$ cat src/hdl/tmc_pkg.sv
// Shared types and constants for the TCP MSS option clamp.
package tmc_pkg;

  // Largest option area a header can carry.
  localparam int MAX_OPTION_BYTES = 40;

  // Queue between the parser and the rewrite stage.
  localparam int QDEPTH = 4;
  localparam int QAW    = $clog2(QDEPTH);

  // Option kinds the parser knows by name.
  localparam logic [7:0] KIND_EOL = 8'd0;
  localparam logic [7:0] KIND_NOP = 8'd1;
  localparam logic [7:0] KIND_MSS = 8'd2;

  // What the rewrite stage must do with one queued word.
  typedef enum logic [1:0] {
    ENT_STRAY,
    ENT_PASS,
    ENT_MSS
  } ent_kind_t;

  // One queued word: a byte to pass, or a whole MSS value to check.
  typedef struct packed {
    ent_kind_t   kind;
    logic        first;
    logic        last;
    logic [7:0]  data;
    logic [7:0]  high;
    logic [15:0] csum_in;
  } ent_t;

endpackage

$ cat src/hdl/tmc_front.sv
// Option parser: walks the option area and classifies each byte.
module tmc_front import tmc_pkg::*; (
  input  logic        clk,
  input  logic        rst_n,
  input  logic        accept,
  input  logic [7:0]  opt_byte,
  input  logic        first,
  input  logic [5:0]  area_len,
  input  logic [15:0] checksum_in,
  output logic        push,
  output ent_t        push_ent
);

  logic [5:0] abl_r, abl_nxt;
  logic [5:0] pos_r, pos_nxt;
  logic [7:0] kind_r, kind_nxt;
  logic [7:0] olen_r, olen_nxt;
  logic [7:0] held_r, held_nxt;
  logic       ps_r, ps_nxt;

  logic [5:0] len_clip;
  logic [5:0] abl_cur;
  logic [5:0] pos_cur;
  logic [7:0] kind_cur;
  logic [7:0] olen_cur;
  logic       ps_cur;
  logic [5:0] pos_inc;
  logic [5:0] abl_dec;
  logic       emit;
  logic       is_mss;

  // Area length clipped into the legal range.
  always_comb begin
    if (area_len == 6'd0) begin
      len_clip = 6'd1;
    end else if (area_len > 6'(MAX_OPTION_BYTES)) begin
      len_clip = 6'(MAX_OPTION_BYTES);
    end else begin
      len_clip = area_len;
    end
  end

  // Parse one byte and decide the next state.
  always_comb begin
    abl_cur  = first ? len_clip : abl_r;
    pos_cur  = first ? 6'd0 : pos_r;
    kind_cur = first ? 8'd0 : kind_r;
    olen_cur = first ? 8'd0 : olen_r;
    ps_cur   = first ? 1'b0 : ps_r;
    pos_inc  = pos_cur + 6'd1;
    abl_dec  = abl_cur - 6'd1;
    is_mss   = (kind_cur == KIND_MSS) && (olen_cur >= 8'd4);

    abl_nxt  = abl_r;
    pos_nxt  = pos_r;
    kind_nxt = kind_r;
    olen_nxt = olen_r;
    held_nxt = held_r;
    ps_nxt   = ps_r;

    emit             = 1'b1;
    push_ent.kind    = ENT_PASS;
    push_ent.first   = first;
    push_ent.last    = 1'b0;
    push_ent.data    = opt_byte;
    push_ent.high    = held_r;
    push_ent.csum_in = checksum_in;

    if (!first && abl_r == 6'd0) begin
      // A byte outside any area passes with no effect on state.
      push_ent.kind = ENT_STRAY;
    end else begin
      pos_nxt  = pos_cur;
      kind_nxt = kind_cur;
      olen_nxt = olen_cur;
      ps_nxt   = ps_cur;
      if (first) begin
        held_nxt = 8'd0;
      end
      priority if (ps_cur) begin
        // Parsing has stopped: bytes pass as they are.
      end else if (pos_cur == 6'd0) begin
        if (opt_byte == KIND_EOL) begin
          ps_nxt = 1'b1;
        end else if (opt_byte != KIND_NOP) begin
          if (abl_cur < 6'd2) begin
            ps_nxt = 1'b1;
          end else begin
            kind_nxt = opt_byte;
            pos_nxt  = 6'd1;
          end
        end
      end else if (pos_cur == 6'd1) begin
        if (opt_byte < 8'd2 || {1'b0, opt_byte} > ({3'd0, abl_cur} + 9'd1)) begin
          ps_nxt  = 1'b1;
          pos_nxt = 6'd0;
        end else begin
          olen_nxt = opt_byte;
          pos_nxt  = (opt_byte == 8'd2) ? 6'd0 : 6'd2;
        end
      end else if (is_mss && pos_cur == 6'd2) begin
        // Hold the high value byte until the low one arrives.
        held_nxt = opt_byte;
        pos_nxt  = 6'd3;
        emit     = 1'b0;
      end else if (is_mss && pos_cur == 6'd3) begin
        push_ent.kind = ENT_MSS;
        pos_nxt       = ({2'd0, pos_inc} >= olen_cur) ? 6'd0 : pos_inc;
      end else begin
        pos_nxt = ({2'd0, pos_inc} >= olen_cur) ? 6'd0 : pos_inc;
      end
      abl_nxt = abl_dec;
      if (abl_dec == 6'd0) begin
        push_ent.last = 1'b1;
        ps_nxt        = 1'b0;
        pos_nxt       = 6'd0;
      end
    end
    push = accept && emit;
  end

  // Parser state registers.
  always_ff @(posedge clk) begin
    if (!rst_n) begin
      abl_r  <= 6'd0;
      pos_r  <= 6'd0;
      kind_r <= 8'd0;
      olen_r <= 8'd0;
      held_r <= 8'd0;
      ps_r   <= 1'b0;
    end else if (accept) begin
      abl_r  <= abl_nxt;
      pos_r  <= pos_nxt;
      kind_r <= kind_nxt;
      olen_r <= olen_nxt;
      held_r <= held_nxt;
      ps_r   <= ps_nxt;
    end
  end

endmodule

$ cat src/hdl/tmc_queue.sv
// Short word queue between the parser and the rewrite stage.
module tmc_queue import tmc_pkg::*; (
  input  logic clk,
  input  logic rst_n,
  input  logic push,
  input  ent_t push_ent,
  input  logic pop,
  output logic full,
  output logic head_valid,
  output ent_t head_ent
);

  ent_t         mem [QDEPTH];
  logic [QAW-1:0] wptr_r, wptr_nxt;
  logic [QAW-1:0] rptr_r, rptr_nxt;
  logic [QAW:0]   cnt_r, cnt_nxt;

  // Storage write.
  always_ff @(posedge clk) begin
    if (push) begin
      mem[wptr_r] <= push_ent;
    end
  end

  // Pointer and fill count update.
  always_comb begin
    wptr_nxt = push ? wptr_r + QAW'(1) : wptr_r;
    rptr_nxt = pop ? rptr_r + QAW'(1) : rptr_r;
    cnt_nxt  = cnt_r + (QAW+1)'(push) - (QAW+1)'(pop);
  end

  always_ff @(posedge clk) begin
    if (!rst_n) begin
      wptr_r <= '0;
      rptr_r <= '0;
      cnt_r  <= '0;
    end else begin
      wptr_r <= wptr_nxt;
      rptr_r <= rptr_nxt;
      cnt_r  <= cnt_nxt;
    end
  end

  assign full       = (cnt_r == (QAW+1)'(QDEPTH));
  assign head_valid = (cnt_r != '0);
  assign head_ent   = mem[rptr_r];

endmodule

$ cat src/hdl/tmc_back.sv
// Rewrite stage: clamps MSS values, fixes the checksum and drives results.
module tmc_back import tmc_pkg::*; (
  input  logic        clk,
  input  logic        rst_n,
  input  logic [15:0] mss_limit,
  input  logic        head_valid,
  input  ent_t        head_ent,
  output logic        pop,
  output logic        out_valid,
  input  logic        out_stall,
  output logic [7:0]  out_byte,
  output logic [15:0] out_checksum_out,
  output logic        out_rewritten,
  output logic        out_end_of_area
);

  logic [15:0] csum_r, csum_nxt;
  logic        rw_r, rw_nxt;
  logic        phase_r, phase_nxt;
  logic        ov_r, ov_nxt;
  logic [7:0]  ob_r, ob_nxt;
  logic [15:0] oc_r, oc_nxt;
  logic        orw_r, orw_nxt;
  logic        oe_r, oe_nxt;

  logic        can_load;
  logic [15:0] old_val;
  logic        clamp;
  logic [15:0] new_val;
  logic [15:0] base_csum;
  logic [16:0] sum;
  logic [16:0] folded;
  logic [15:0] word_csum;
  logic        word_rw;

  // Clamp decision and incremental ones-complement fix-up.
  always_comb begin
    old_val   = {head_ent.high, head_ent.data};
    clamp     = (head_ent.kind == ENT_MSS) && (mss_limit != 16'd0) && (old_val > mss_limit);
    new_val   = clamp ? mss_limit : old_val;
    base_csum = head_ent.first ? head_ent.csum_in : csum_r;
    sum       = {1'b0, base_csum} + {1'b0, old_val - new_val};
    folded    = {16'd0, sum[16]} + {1'b0, sum[15:0]};
    word_csum = clamp ? folded[15:0] : base_csum;
    word_rw   = clamp || (!head_ent.first && rw_r);
  end

  // Result sequencing into the output register.
  always_comb begin
    can_load  = !ov_r || !out_stall;
    pop       = 1'b0;
    csum_nxt  = csum_r;
    rw_nxt    = rw_r;
    phase_nxt = phase_r;
    ov_nxt    = ov_r && out_stall;
    ob_nxt    = ob_r;
    oc_nxt    = oc_r;
    orw_nxt   = orw_r;
    oe_nxt    = oe_r;
    if (head_valid && can_load) begin
      ov_nxt  = 1'b1;
      ob_nxt  = head_ent.data;
      oc_nxt  = 16'd0;
      orw_nxt = 1'b0;
      oe_nxt  = 1'b0;
      unique case (head_ent.kind)
        ENT_STRAY: begin
          pop = 1'b1;
        end
        ENT_PASS: begin
          pop      = 1'b1;
          csum_nxt = word_csum;
          rw_nxt   = word_rw;
          if (head_ent.last) begin
            oc_nxt  = word_csum;
            orw_nxt = word_rw;
            oe_nxt  = 1'b1;
          end
        end
        ENT_MSS: begin
          if (!phase_r) begin
            // High byte of the value goes first; the word stays queued.
            ob_nxt    = new_val[15:8];
            phase_nxt = 1'b1;
          end else begin
            ob_nxt    = new_val[7:0];
            phase_nxt = 1'b0;
            pop       = 1'b1;
            csum_nxt  = word_csum;
            rw_nxt    = word_rw;
            if (head_ent.last) begin
              oc_nxt  = word_csum;
              orw_nxt = word_rw;
              oe_nxt  = 1'b1;
            end
          end
        end
        default: begin
          pop = 1'b1;
        end
      endcase
    end
  end

  // Control state.
  always_ff @(posedge clk) begin
    if (!rst_n) begin
      csum_r  <= 16'd0;
      rw_r    <= 1'b0;
      phase_r <= 1'b0;
      ov_r    <= 1'b0;
    end else begin
      csum_r  <= csum_nxt;
      rw_r    <= rw_nxt;
      phase_r <= phase_nxt;
      ov_r    <= ov_nxt;
    end
  end

  // Output payload.
  always_ff @(posedge clk) begin
    ob_r  <= ob_nxt;
    oc_r  <= oc_nxt;
    orw_r <= orw_nxt;
    oe_r  <= oe_nxt;
  end

  assign out_valid        = ov_r;
  assign out_byte         = ob_r;
  assign out_checksum_out = oc_r;
  assign out_rewritten    = orw_r;
  assign out_end_of_area  = oe_r;

endmodule

$ cat src/hdl/tcp_mss_option_clamp.sv
// Top level of the TCP MSS option clamp.
//
// Option bytes enter one per cycle on the input channel while in_stall is
// low; the first byte of a header carries the area length and the TCP
// checksum. The parser takes a byte every cycle that its four-word queue is
// not full, and the rewrite stage sends one result word per cycle from a
// registered output while out_stall is low. Each byte yields one result,
// except an MSS value, whose high byte is held and then sent with the low
// byte as two results, so an unstalled stream averages one byte per cycle.
// The checksum and rewrite flag appear on the result marked end_of_area. A
// limit of zero turns clamping off; write the limit only while idle.
module tcp_mss_option_clamp import tmc_pkg::*; (
  input  logic        clk,
  input  logic        rst_n,
  input  logic        cfg_wr_en,
  input  logic [15:0] cfg_wr_data,
  input  logic        in_valid,
  output logic        in_stall,
  input  logic [7:0]  in_opt_byte,
  input  logic        in_first,
  input  logic [5:0]  in_area_len,
  input  logic [15:0] in_checksum_in,
  output logic        out_valid,
  input  logic        out_stall,
  output logic [7:0]  out_byte,
  output logic [15:0] out_checksum_out,
  output logic        out_rewritten,
  output logic        out_end_of_area
);

  logic [15:0] mss_limit_r;
  logic        accept;
  logic        push;
  ent_t        push_ent;
  logic        pop;
  logic        full;
  logic        head_valid;
  ent_t        head_ent;

  // Limit register.
  always_ff @(posedge clk) begin
    if (!rst_n) begin
      mss_limit_r <= 16'd0;
    end else if (cfg_wr_en) begin
      mss_limit_r <= cfg_wr_data;
    end
  end

  assign in_stall = full;
  assign accept   = in_valid && !full;

  tmc_front u_front (
    .clk         (clk),
    .rst_n       (rst_n),
    .accept      (accept),
    .opt_byte    (in_opt_byte),
    .first       (in_first),
    .area_len    (in_area_len),
    .checksum_in (in_checksum_in),
    .push        (push),
    .push_ent    (push_ent)
  );

  tmc_queue u_queue (
    .clk        (clk),
    .rst_n      (rst_n),
    .push       (push),
    .push_ent   (push_ent),
    .pop        (pop),
    .full       (full),
    .head_valid (head_valid),
    .head_ent   (head_ent)
  );

  tmc_back u_back (
    .clk              (clk),
    .rst_n            (rst_n),
    .mss_limit        (mss_limit_r),
    .head_valid       (head_valid),
    .head_ent         (head_ent),
    .pop              (pop),
    .out_valid        (out_valid),
    .out_stall        (out_stall),
    .out_byte         (out_byte),
    .out_checksum_out (out_checksum_out),
    .out_rewritten    (out_rewritten),
    .out_end_of_area  (out_end_of_area)
  );

endmodule

$ cat config.mk
export PLATFORM = sky130hd
export DESIGN_NAME = tcp_mss_option_clamp
export DESIGN_NICKNAME = d
export VERILOG_FILES = /design/src/hdl/tmc_pkg.sv /design/src/hdl/tmc_front.sv /design/src/hdl/tmc_queue.sv /design/src/hdl/tmc_back.sv /design/src/hdl/tcp_mss_option_clamp.sv
export SDC_FILE = /design/constraint.sdc
export NUM_CORES = 1
export LEC_CHECK = 0
export ABC_AREA = 1
export ABC_CLOCK_PERIOD_IN_PS = 6500
export BUFFER_PORTS_ARGS = -buffer_cell sky130_fd_sc_hd__buf_2
export CAP_MARGIN = 30
export CORE_MARGIN = 5
export CORE_UTILIZATION = 55
export CTS_CLUSTER_SIZE = 40
export DETAILED_ROUTE_END_ITERATION = 6
export PLACE_DENSITY = 0.83
export SLEW_MARGIN = 20
export SYNTH_ARGS = -nofsm -noshare
export SYNTH_HDL_FRONTEND = slang
export SYNTH_SLANG_ARGS = --single-unit
$ cat constraint.sdc
create_clock -name clk -period 6.5 [get_ports clk]
set_input_delay 0 -clock clk [delete_from_list [all_inputs] [get_ports clk]]
set_output_delay 0 -clock clk [all_outputs]
set_load 0.005 [all_outputs]
# Word level (Yosys, flattened, before mapping)
# Memory sizes are Yosys's and may differ from the RTL's. A register that Yosys moved wholly into a read port is not among the register bits.
# Index checks and enable logic that the tools add are counted.
word_totals:
  regBits: 105
  ramBits: 144
  inputBits: 52
  output_inout_bits: 28
  wordCells: 157
  n_memories: 1
mem_list:
  columns: ["name", "words", "width", "rd", "rd_ports_with_merged_regs", "wr", "line_no", "rtl"]
  rows:
  - ["u_queue.mem", 4, 36, 1, 1, 1, "tmc_queue.sv:13", "ent_t mem [QDEPTH];"]
op_classes:
  add_sub_neg: 10
  order_cmp: 7
  eq_ne: 10
  muxes: 80
  bitwise: 1
  reduce_logical: 30
ops:
  columns: ["op", "n"]
  rows:
  - ["2-to-1 mux 8 bit", 18]
  - ["2-to-1 mux 16 bit", 6]
  - ["2-to-1 mux 6 bit", 14]
  - ["one-hot mux 16 bit (2 select lines)", 2]
  - ["2-to-1 mux 1 bit", 28]
  - ["zero test 6 bit", 4]
  - ["2-to-1 mux 2 bit", 9]
  - ["adder 16 x 16 -> 17 bit", 1]
  - ["adder 1 x 16 -> 16 bit", 1]
  - ["== test 8 x 2 -> 1 bit, second input constant", 2]
  - ["> comparator 16 bit", 1]
  - ["nonzero test 16 bit", 1]
  - ["subtractor 16 bit", 1]
  - ["== test 6 x 2 -> 1 bit, second input constant", 2]
  - ["logical AND 1 bit", 11]
  - ["> comparator 8 x 9 -> 1 bit", 1]
  - [">= comparator 6 x 8 -> 1 bit", 1]
  - [">= comparator 8 x 3 -> 1 bit, second input constant", 1]
  - ["zero test 8 bit", 1]
  - ["less-than comparator 8 x 2 -> 1 bit, second input constant", 1]
  - ["inequality test 8 x 1 -> 1 bit, second input constant", 1]
  - ["adder 6 x 1 -> 7 bit, second input constant", 1]
  - ["adder 6 x 1 -> 6 bit, second input constant", 1]
  - ["== test 6 x 1 -> 1 bit, second input constant", 1]
  - ["18 further kinds", 28]

# Logic depth before layout (Yosys ltp)
# Gate-level depths: netlist of run 1.
logic_depth:
  ltp_word: 12
  ltp_mapped: 59
  depth_no_buf: 54

# Hierarchy
# A second synthesis of run 1 with hierarchy kept.
unflattened:
  hier_cells: 1880
  hier_area_um2: 15401.0
by_module_without_submodules:
  columns: ["module", "instances", "cells_each", "area_per_inst_um2", "seq_area_each_um2"]
  rows:
  - ["tmc_queue", 1, 476, 6322.3, 4504.3]
  - ["tmc_back", 1, 800, 5074.9, 1161.1]
  - ["tmc_front", 1, 501, 3321.9, 740.7]
  - ["tcp_mss_option_clamp", 1, 103, 681.9, 320.3]

# Least setup slack after synthesis of run 1
# No wires, ideal clock.
synth_timing:
  path_type: "register -> register"
  from: "register (tool-made name)"
  to: "register u_back.oc_r[11] (netlist: u_back.out_checksum_out[11]) (data pin)"
  setup_ps: 263
  t_arrival_ps: 5984
  required_time_ps: 6237
  slack_ps: 253
  path_stages_with_launch: 51
  n_path_buf: 5
  synth_period_minus_slack_ps: 6247
  cell_sequence: "dfxtp_1 -> buf_4 -> buf_2 -> buf_2 -> clkbuf_1 -> o21ai_0 -> o22ai_1 -> ha_1 -> nand2_1 -> nor2_1 -> nand2_1 -> nor3b_2 -> nor2_2 -> nand2_2 -> clkinv_1 -> buf_2 -> nand2_1 -> o21ai_0 -> (+15 left out) -> nand2_1 -> nand2_1 -> nand3_1 -> nand2_1 -> a21oi_1 -> o21bai_1 -> ha_1 -> nand2_1 -> nor2_1 -> nand3_1 -> nor2_2 -> nand2_1 -> nor2_2 -> nand2_1 -> nor2_1 -> nand4_1 -> nand3_1 -> a21oi_1"
synth_rtl:
  columns: ["item", "line_no", "rtl"]
  rows:
  - ["to (signal assigned)", "tmc_back.sv:123", "oc_r <= oc_nxt;"]
  - ["to (decl)", "tmc_back.sv:22", "logic [15:0] oc_r, oc_nxt;"]

==> qor.txt, run 1 <==
Outcome: finished, final reports clean
DP HPWL: 26,600 um
Clock latency on the worst-skew pair: 0.54 ns
Max FO, Critical Path: 14
Tcrit/Tclk final: 0.964
Vias in the first global route: 12,000
Final hold violation count: 0
CTS max path bufs: 3
DRC: 0
Total gr overflow: 0
# clock sinks: 251
Synthesis-to-layout area growth: 19.9%
CP Launch Type: flop
Layout fillers: 1,892
Synth top area cells: edfxtp_1 (36%), dfxtp_1 (11%), nand2_1 (9.9%)
YS warnings: 0
Max-slew violations: 0
CTS clk-pin slew, worst paths: 0.06 ns
Post-synth top area share: 0.362
Layout cells sized above 1: 0.146
Nets@finish: 1,999
Vias: 12,800
Die X: 170 um
CP arrival: 6.63 ns
Antenna violations before repair: 1
GRT Total Usage: 0.259
Worst Max-Slew Pin Slew: 0.817 ns
Relative slew slack: 0.451
Yosys reg bits: 251
Max stage delay on crit path: 0.40 ns
Synth unique cells: 50
GP Congestion: 0.992
Hold Path Cell Cnt: 6
Dpl ws: -0.0658 ns
HP Class: in2reg
Worst setup path class: reg2reg
Num CTS Buffers: 26
Largest net degree at the start of global routing: 53
Post-Syn Instances: 1,723
CP most frequent cell: nand2_1
DIE AREA: 0.0289 sq mm
Avg Inst Size Synth: 8.18 sq um
Count leader, synth: nand2_1
Vias/cell: 5.74
Fmax: 160 MHz
Initial core utilization: 0.560
H-tree Lvls: 1
Syn nets: 1,850
Routed wire length: 40,000 um
# port buffers: 79
DRT iter0 DRCs: 1,273
Mapped cell area: 0.0141 sq mm
Post-synth EDFFs: 170
# IOs: 80
Yosys top cell by area: edfxtp_1
Top FF cell, synth: edfxtp_1
Post-synth ARST share: 0
Drt pass-1 iters: 6
Worst setup margin: 0.233 ns
Die H: 170 um
Critical Path End Type: flop
Rows: 58
CTS tree: done
Worst Path Required: 6.86 ns
Synth top cells by count: nand2_1 (372), inv_1 (225), nor2_1 (173), edfxtp_1 (170), o21ai_0 (151)
CORE AREA: 0.0252 sq mm
Final Skew: 0.0157 ns
First-pass GRT wire length: 61,000 um
R2R depth: 43
Root Buffer: clkbuf_16
Antenna Nets Post-Route: 0
Min Tclk post-route: 6.27 ns
Drt wl/cell: 18.0 um
Register area share after synthesis: 0.477
Hold WS: 0.0673 ns
Max-cap violations: 0
Slowest CP cell: dfxtp_4
Final setup vio count: 0
-- kinds of logic after synthesis --
| family | after synthesis | share of synthesized area |
|---|---|---|
| buffers and inverters | 290 | 0.0817 |
| AO/OA/AOI/OAI | 361 | 0.144 |
| XOR/XNOR | 19 | 0.0123 |
| AND/OR/NAND/NOR | 727 | 0.218 |
| adder cells (fa/ha/maj) | 75 | 0.0676 |
| flip-flops | 251 | 0.477 |
-- metal layers --
| layer | GRT usage | vias up | wire, um |
|---|---|---|---|
| met1 | 0.336 | 5916 | 15800 |
| met5 | 0 | - | 0 |
| met3 | 0.0400 | 120 | 3260 |
| li1 | - | 6152 | - |
| met2 | 0.444 | 578 | 19400 |
| met4 | 0.0913 | 0 | 1570 |
-- layout make-up --
cell class              instances  area (sq um)  share of cell area
repair inverters                3          33.8             0.00200
diodes                          2          5.00            0.000296
well taps                     330           413              0.0244
clock buffers                  30           708              0.0419
clock inverters                17           196              0.0116
flip-flops and latches        251          6730               0.398
multi-input cells            1182          6560               0.388
inverters                     232           883              0.0522
repair buffers                176          1380              0.0818
-- flip-flops by register name (all words and copies together) (netlist names), named ones only --
name / flops
mss_limit_r: 16
u_back.out_valid: 1
u_back.out_rewritten: 1
u_back.out_checksum_out: 16
u_back.csum_r: 16
u_back.out_end_of_area: 1
u_front.held_r: 8
u_queue.wptr_r: 2
u_front.abl_r: 6
u_queue.mem: 144
u_front.olen_r: 8
u_back.phase_r: 1
u_front.kind_r: 8
u_front.ps_r: 1
u_back.rw_r: 1
u_back.out_byte: 8
u_queue.cnt_r: 3
u_front.pos_r: 6
u_queue.rptr_r: 2
-- repair_timing --
| action | in CTS | in global routing |
|---|---|---|
| hold endpoints to repair | 132 | 0 |
| setup buffers | 0 | 25 |
| hold buffers | 43 | 0 |
| gates cloned | 0 | 4 |
| endpoints found under the setup margin | 10 | 27 |
| pin swaps | 0 | 30 |
| gates resized for setup | 6 | 97 |
-- metrics by stage --
stage	cell area, sq um	setup TNS [ns]	util	instances
after floorplan	14100	0	-	1723
after global routing	16900	-1.88	0.671	2222
after CTS	16300	0	0.648	2192
after detailed placement	15000	-0.141	0.595	2102
final	16900	0	0.671	2223
after global placement	14900	0	0.591	2097
-- cells in the final DEF, fill, tap and decap left out, types with 9 or more instances in the layout --
master,instances
nand2_1,354
inv_1,218
edfxtp_1,170
nor2_1,162
o21ai_0,135
nand3_1,110
a21oi_1,106
buf_2,79
dfxtp_1,79
ha_1,61
dlygate4sd3_1,43
buf_4,41
nand4_1,32
o211ai_1,30
clkbuf_16,29
o21ai_1,24
nand2_2,21
o22ai_1,18
inv_2,12
xor2_1,12
nor3_1,10
a31oi_1,10
nor2_4,9
nor2_2,9
ha_4,9
-- worst paths after layout --
path,from,to,slack (ns)
min reg2reg,u_front.olen_r[7]$_SDFFE_PN0P_,u_front.olen_r[7]$_SDFFE_PN0P_,0.44
max reg2reg,flop,u_back.out_checksum_out[10]$_DFFE_PP_,0.23
min,in_valid,u_front.abl_r[0]$_SDFFE_PN0P_,0.07
max,flop,u_back.out_checksum_out[10]$_DFFE_PP_,0.23
-- worst max-delay path: cells and delay by family, from the launching register on --
family,cells,cell delay (ns)
AND/OR/NAND/NOR,27,2.67
flip-flops,1,0.40
XOR/XNOR,1,0.17
buffers and inverters,4,0.43
adder cells (fa/ha/maj),5,1.43
AO/OA/AOI/OAI,6,0.98
Power of run 1 is left out: the tool's default activity adds up to more than one toggle a clock period on the data nets, which glitch-free logic cannot reach.
==> run 2: changes to the inputs <==
Settings changed: SYNTH_HIERARCHICAL set to 1.
==> qor.txt, run 2 <==
Synthesis-to-layout area growth: 17.9%
Synth top area cells: edfxtp_1 (33%), dfxtp_1 (11%), nand2_1 (10%)
R2R depth: 43
CORE AREA: 0.0277 sq mm
Yosys reg bits: 251
Worst setup path class: reg2reg
Rows: 61
DRC: 0
Max stage delay on crit path: 0.48 ns
Total gr overflow: 0
# IOs: 80
Antenna violations before repair: 0
Max-slew violations: 0
Nets@finish: 2,176
Post-Syn Instances: 1,880
Outcome: finished, final reports clean
Worst Max-Slew Pin Slew: 0.916 ns
Top FF cell, synth: edfxtp_1
CP Launch Type: flop
H-tree Lvls: 1
Drt wl/cell: 16.5 um
Syn nets: 2,008
Final hold violation count: 0
Tcrit/Tclk final: 0.965
Root Buffer: clkbuf_16
Drt pass-1 iters: 7
Post-synthesis mux area share: 0
Yosys top cell by area: edfxtp_1
Largest family of logic cells by synthesized area: simple AND/OR/NAND/NOR gates
Largest net degree at the start of global routing: 69
Vias: 13,300
Critical Path End Type: flop
Relative slew slack: 0.389
Post-synth EDFFs: 170
Layout cells sized above 1: 0.178
Die H: 177 um
CP arrival: 6.54 ns
Vias in the first global route: 12,600
CP most frequent cell: nand2_1
Final Skew: 0.0449 ns
Most frequent cells in the layout: nand2_1 (399), inv_1 (315), edfxtp_1 (170)
Max FO, Critical Path: 8
Die X: 177 um
Synth Area in XOR/XNOR: 0.0141
Most flops, register: u_queue/mem
Hold Path Cell Cnt: 7
GP Congestion: 0.938
Post-synth ARST share: 0
Vias/cell: 5.43
Initial core utilization: 0.556
First-pass GRT wire length: 62,500 um
Largest register FFs: 144
DP HPWL: 27,200 um
Commonest non-fill, non-tap cell in the layout: nand2_1
Simple-gate share of the synthesized area: 0.225
Mapped cell area: 0.0154 sq mm
Min Tclk post-route: 6.27 ns
CTS max path bufs: 3
# clock sinks: 251
Antenna Nets Post-Route: 0
YS warnings: 6
CTS clk-pin slew, worst paths: 0.06 ns
Slowest CP cell: dfxtp_4
DIE AREA: 0.0314 sq mm
Avg Inst Size Synth: 8.19 sq um
Ant diodes: 0
Synth top cells by count: nand2_1 (412), inv_1 (317), edfxtp_1 (170), nor2_1 (142), a21oi_1 (122)
Post-synth top area share: 0.331
Compound-Gate Fraction of Synth Area: 0.142
Num CTS Buffers: 28
Register area share after synthesis: 0.437
Routed wire length: 40,500 um
Clock latency on the worst-skew pair: 0.58 ns
Hold WS: 0.0556 ns
Max-cap violations: 0
Synth Area in Adders: 0.0632
# port buffers: 79
GRT Total Usage: 0.244
CTS tree: done
Count leader, synth: nand2_1
Worst Path Required: 6.77 ns
Final setup vio count: 0
Fmax: 159 MHz
Synth unique cells: 52
HP Class: in2reg
DRT iter0 DRCs: 1,031
run 2: layer usage:
layer  track usage  wire [um]
met1         0.311      16300
met2         0.428      20100
met3        0.0332       2600
met4        0.0880       1470
met5             0          0
run 2: worst paths after layout:
| kind | from | endpoint | slack, ns |
|---|---|---|---|
| hold reg to reg | u_front/kind_r[5]$_SDFFE_PN0P_ | u_front/kind_r[5]$_SDFFE_PN0P_ | 0.47 |
| hold / removal | in_area_len[4] | u_front/abl_r[4]$_SDFFE_PN0P_ | 0.06 |
| setup / recovery | flop | u_back/out_checksum_out[6]$_DFFE_PP_ | 0.23 |
| setup reg to reg | flop | u_back/out_checksum_out[6]$_DFFE_PP_ | 0.23 |
run 2: worst max-delay path: cells and delay by family (launching register included):
kind | cells | cell delay, ns
adder cells (fa/ha/maj) | 5 | 1.41
AND/OR/NAND/NOR | 22 | 2.18
XOR/XNOR | 2 | 0.35
AO/OA/AOI/OAI | 8 | 1.01
buffers and inverters | 6 | 0.54
flip-flops | 1 | 0.48
run 2: cell type report:
cell class              count  area, sq um
multi-input cells        1213         7040
flip-flops and latches    251         6730
inverters                 330         1240
clock buffers              39          772
clock inverters            13          114
well taps                 378          473
repair buffers            224         1780
fillers                  2193         9550
run 2: timing repair:
item,in CTS,in global routing
cloned,0,1
resized for setup,1,67
setup endpoints to repair,4,24
pin swaps,0,36
setup buffers,1,32
endpoints found under the hold margin,131,0
hold buffers,73,0
run 2: cells by family after synthesis:
family / Yosys count
simple gates: 772
buf+inv: 416
compound gates: 341
xor+xnor: 24
fa+ha+maj: 76
flops: 251
run 2: per-stage QoR:
stage / area [sq um] / std cells / setup WS (ns) / setup TNS, ns / util
after floorplan: 15400 / 1880 / 0.369 / 0 / -
after global placement: 16000 / 2288 / 0.159 / 0 / 0.576
after detailed placement: 16000 / 2289 / -0.0216 / -0.0216 / 0.577
after CTS: 17600 / 2415 / 0.0855 / 0 / 0.637
after global routing: 18200 / 2448 / -0.153 / -1.43 / 0.655
final: 18200 / 2448 / 0.225 / 0 / 0.655
Power of run 2 is left out for the same reason.
==> run 3: changes to the inputs <==
Settings changed: CORE_MARGIN 5 to not set, CTS_CLUSTER_DIAMETER set to 120.
==> qor.txt, run 3 (synthesis gave the netlist of run 2 again) <==
Die X: 169 um
Root Buffer: clkbuf_16
DP HPWL: 26,200 um
Hold_sp: cfg_wr_en
Fmax: 160 MHz
Max-slew violations: 0
Largest register FFs: 144
Final setup vio count: 0
Layout cells sized above 1: 0.174
CP arrival: 6.49 ns
Die H: 169 um
Routed wire length: 38,100 um
CP Launch Type: flop
# IOs: 80
Rows: 60
Vias: 13,100
Worst setup margin: 0.238 ns
CTS tree: done
CORE AREA: 0.0272 sq mm
Most frequent cells in the layout: nand2_1 (398), inv_1 (315), edfxtp_1 (170)
Outcome: finished, final reports clean
# clock sinks: 251
CTS clk-pin slew, worst paths: 0.12 ns
# port buffers: 79
Worst Max-Slew Pin Slew: 0.980 ns
HP Class: in2reg
Total gr overflow: 0
CTS max path bufs: 3
DIE AREA: 0.0287 sq mm
Drt wl/cell: 15.9 um
First-pass GRT wire length: 58,400 um
Commonest non-fill, non-tap cell in the layout: nand2_1
Final hold violation count: 0
Max-cap violations: 0
Worst Path Required: 6.73 ns
Vias in the first global route: 11,800
Hold Path Cell Cnt: 3
Dpl ws: -0.101 ns
Largest net degree at the start of global routing: 73
Num CTS Buffers: 11
Drt pass-1 iters: 7
Tcrit/Tclk final: 0.963
Initial core utilization: 0.567
Util after Layout: 0.641
Nets@finish: 2,140
R2R Path End: u_back/out_checksum_out[13]$_DFFE_PP_
Vias/cell: 5.46
GRT Total Usage: 0.256
Relative slew slack: 0.339
DRT iter0 DRCs: 1,075
Antenna Nets Post-Route: 0
Worst setup path class: reg2reg
FF-to-FF setup slack: 0.24 ns
Final Skew: 0.0242 ns
Max stage delay on crit path: 0.39 ns
GP Congestion: 1.02
Max FO, Critical Path: 14
Min-Delay Endpoint: mss_limit_r[0]$_SDFFE_PN0P_
Most flops, register: u_queue/mem
Slowest CP cell: fa_2
H-tree Lvls: 1
Total Neg Setup Slack: 0 ns
CP most frequent cell: nand2_1
Min Tclk post-route: 6.26 ns
Synthesis-to-layout area growth: 13.1%
RSZ-0062 raised after global routing: true
R2R depth: 41
Critical Path End Type: flop
DRC: 0
Clock latency on the worst-skew pair: 0.51 ns
Antenna violations before repair: 2
run 3: final cells by class:
cell class | count | area (sq um)
diodes | 2 | 5.00
clock inverters | 4 | 78.8
fillers | 2203 | 9760
flip-flops and latches | 251 | 6730
multi-input cells | 1213 | 7080
inverters | 330 | 1240
repair buffers | 205 | 1520
clock buffers | 13 | 283
well taps | 372 | 465
run 3: repair_timing:
| action | in CTS | in global routing |
|---|---|---|
| endpoints found under the hold margin | 121 | 0 |
| cloned | 0 | 1 |
| endpoints found under the setup margin | 13 | 25 |
| resized for setup | 1 | 68 |
| pin swaps | 0 | 35 |
| hold buffers | 49 | 0 |
| buffers inserted | 1 | 31 |
run 3: worst max-delay path by stage:
stage / cells past startpoint / slack (ns) / start / endpoint
6_report: 41 / 0.24 / flop / u_back/out_checksum_out[13]$_DFFE_PP_
5_1_grt: 42 / -0.17 / flop / u_back/out_checksum_out[12]$_DFFE_PP_
4_1_cts: 43 / 0.05 / flop / u_back/out_checksum_out[12]$_DFFE_PP_
3_5_place_dp: 43 / -0.10 / flop / u_back/out_checksum_out[12]$_DFFE_PP_
3_3_place_gp: 44 / 0.10 / flop / u_back/out_checksum_out[12]$_DFFE_PP_
2_1_floorplan: 45 / 0.37 / flop / u_back/out_checksum_out[12]$_DFFE_PP_
run 3: critical path: cells and delay by family, from the launching register on:
family	cells	cell delay, ns
buf+inv	3	0.39
compound gates	6	0.94
flops	1	0.38
simple gates	27	2.82
fa+ha+maj	5	1.46
run 3: per-layer routing:
layer  global-route usage  share of wire  vias to the layer above
met3               0.0236          0.066                       93
met2                0.447           0.49                      503
li1                     -              -                     6413
met5                    0              0                        -
met4               0.0823          0.032                        0
met1                0.334           0.41                     6047
run 3: per-stage QoR:
stage	instance area (sq um)	std cells	hold WS, ns
floorplan	15400	1880	0.0976
global placement	16000	2289	0.211
detailed placement	16000	2289	0.217
CTS	16900	2356	0.0000101
global route	17400	2390	0.0525
finish	17400	2390	0.00539
Power of run 3 is left out for the same reason.
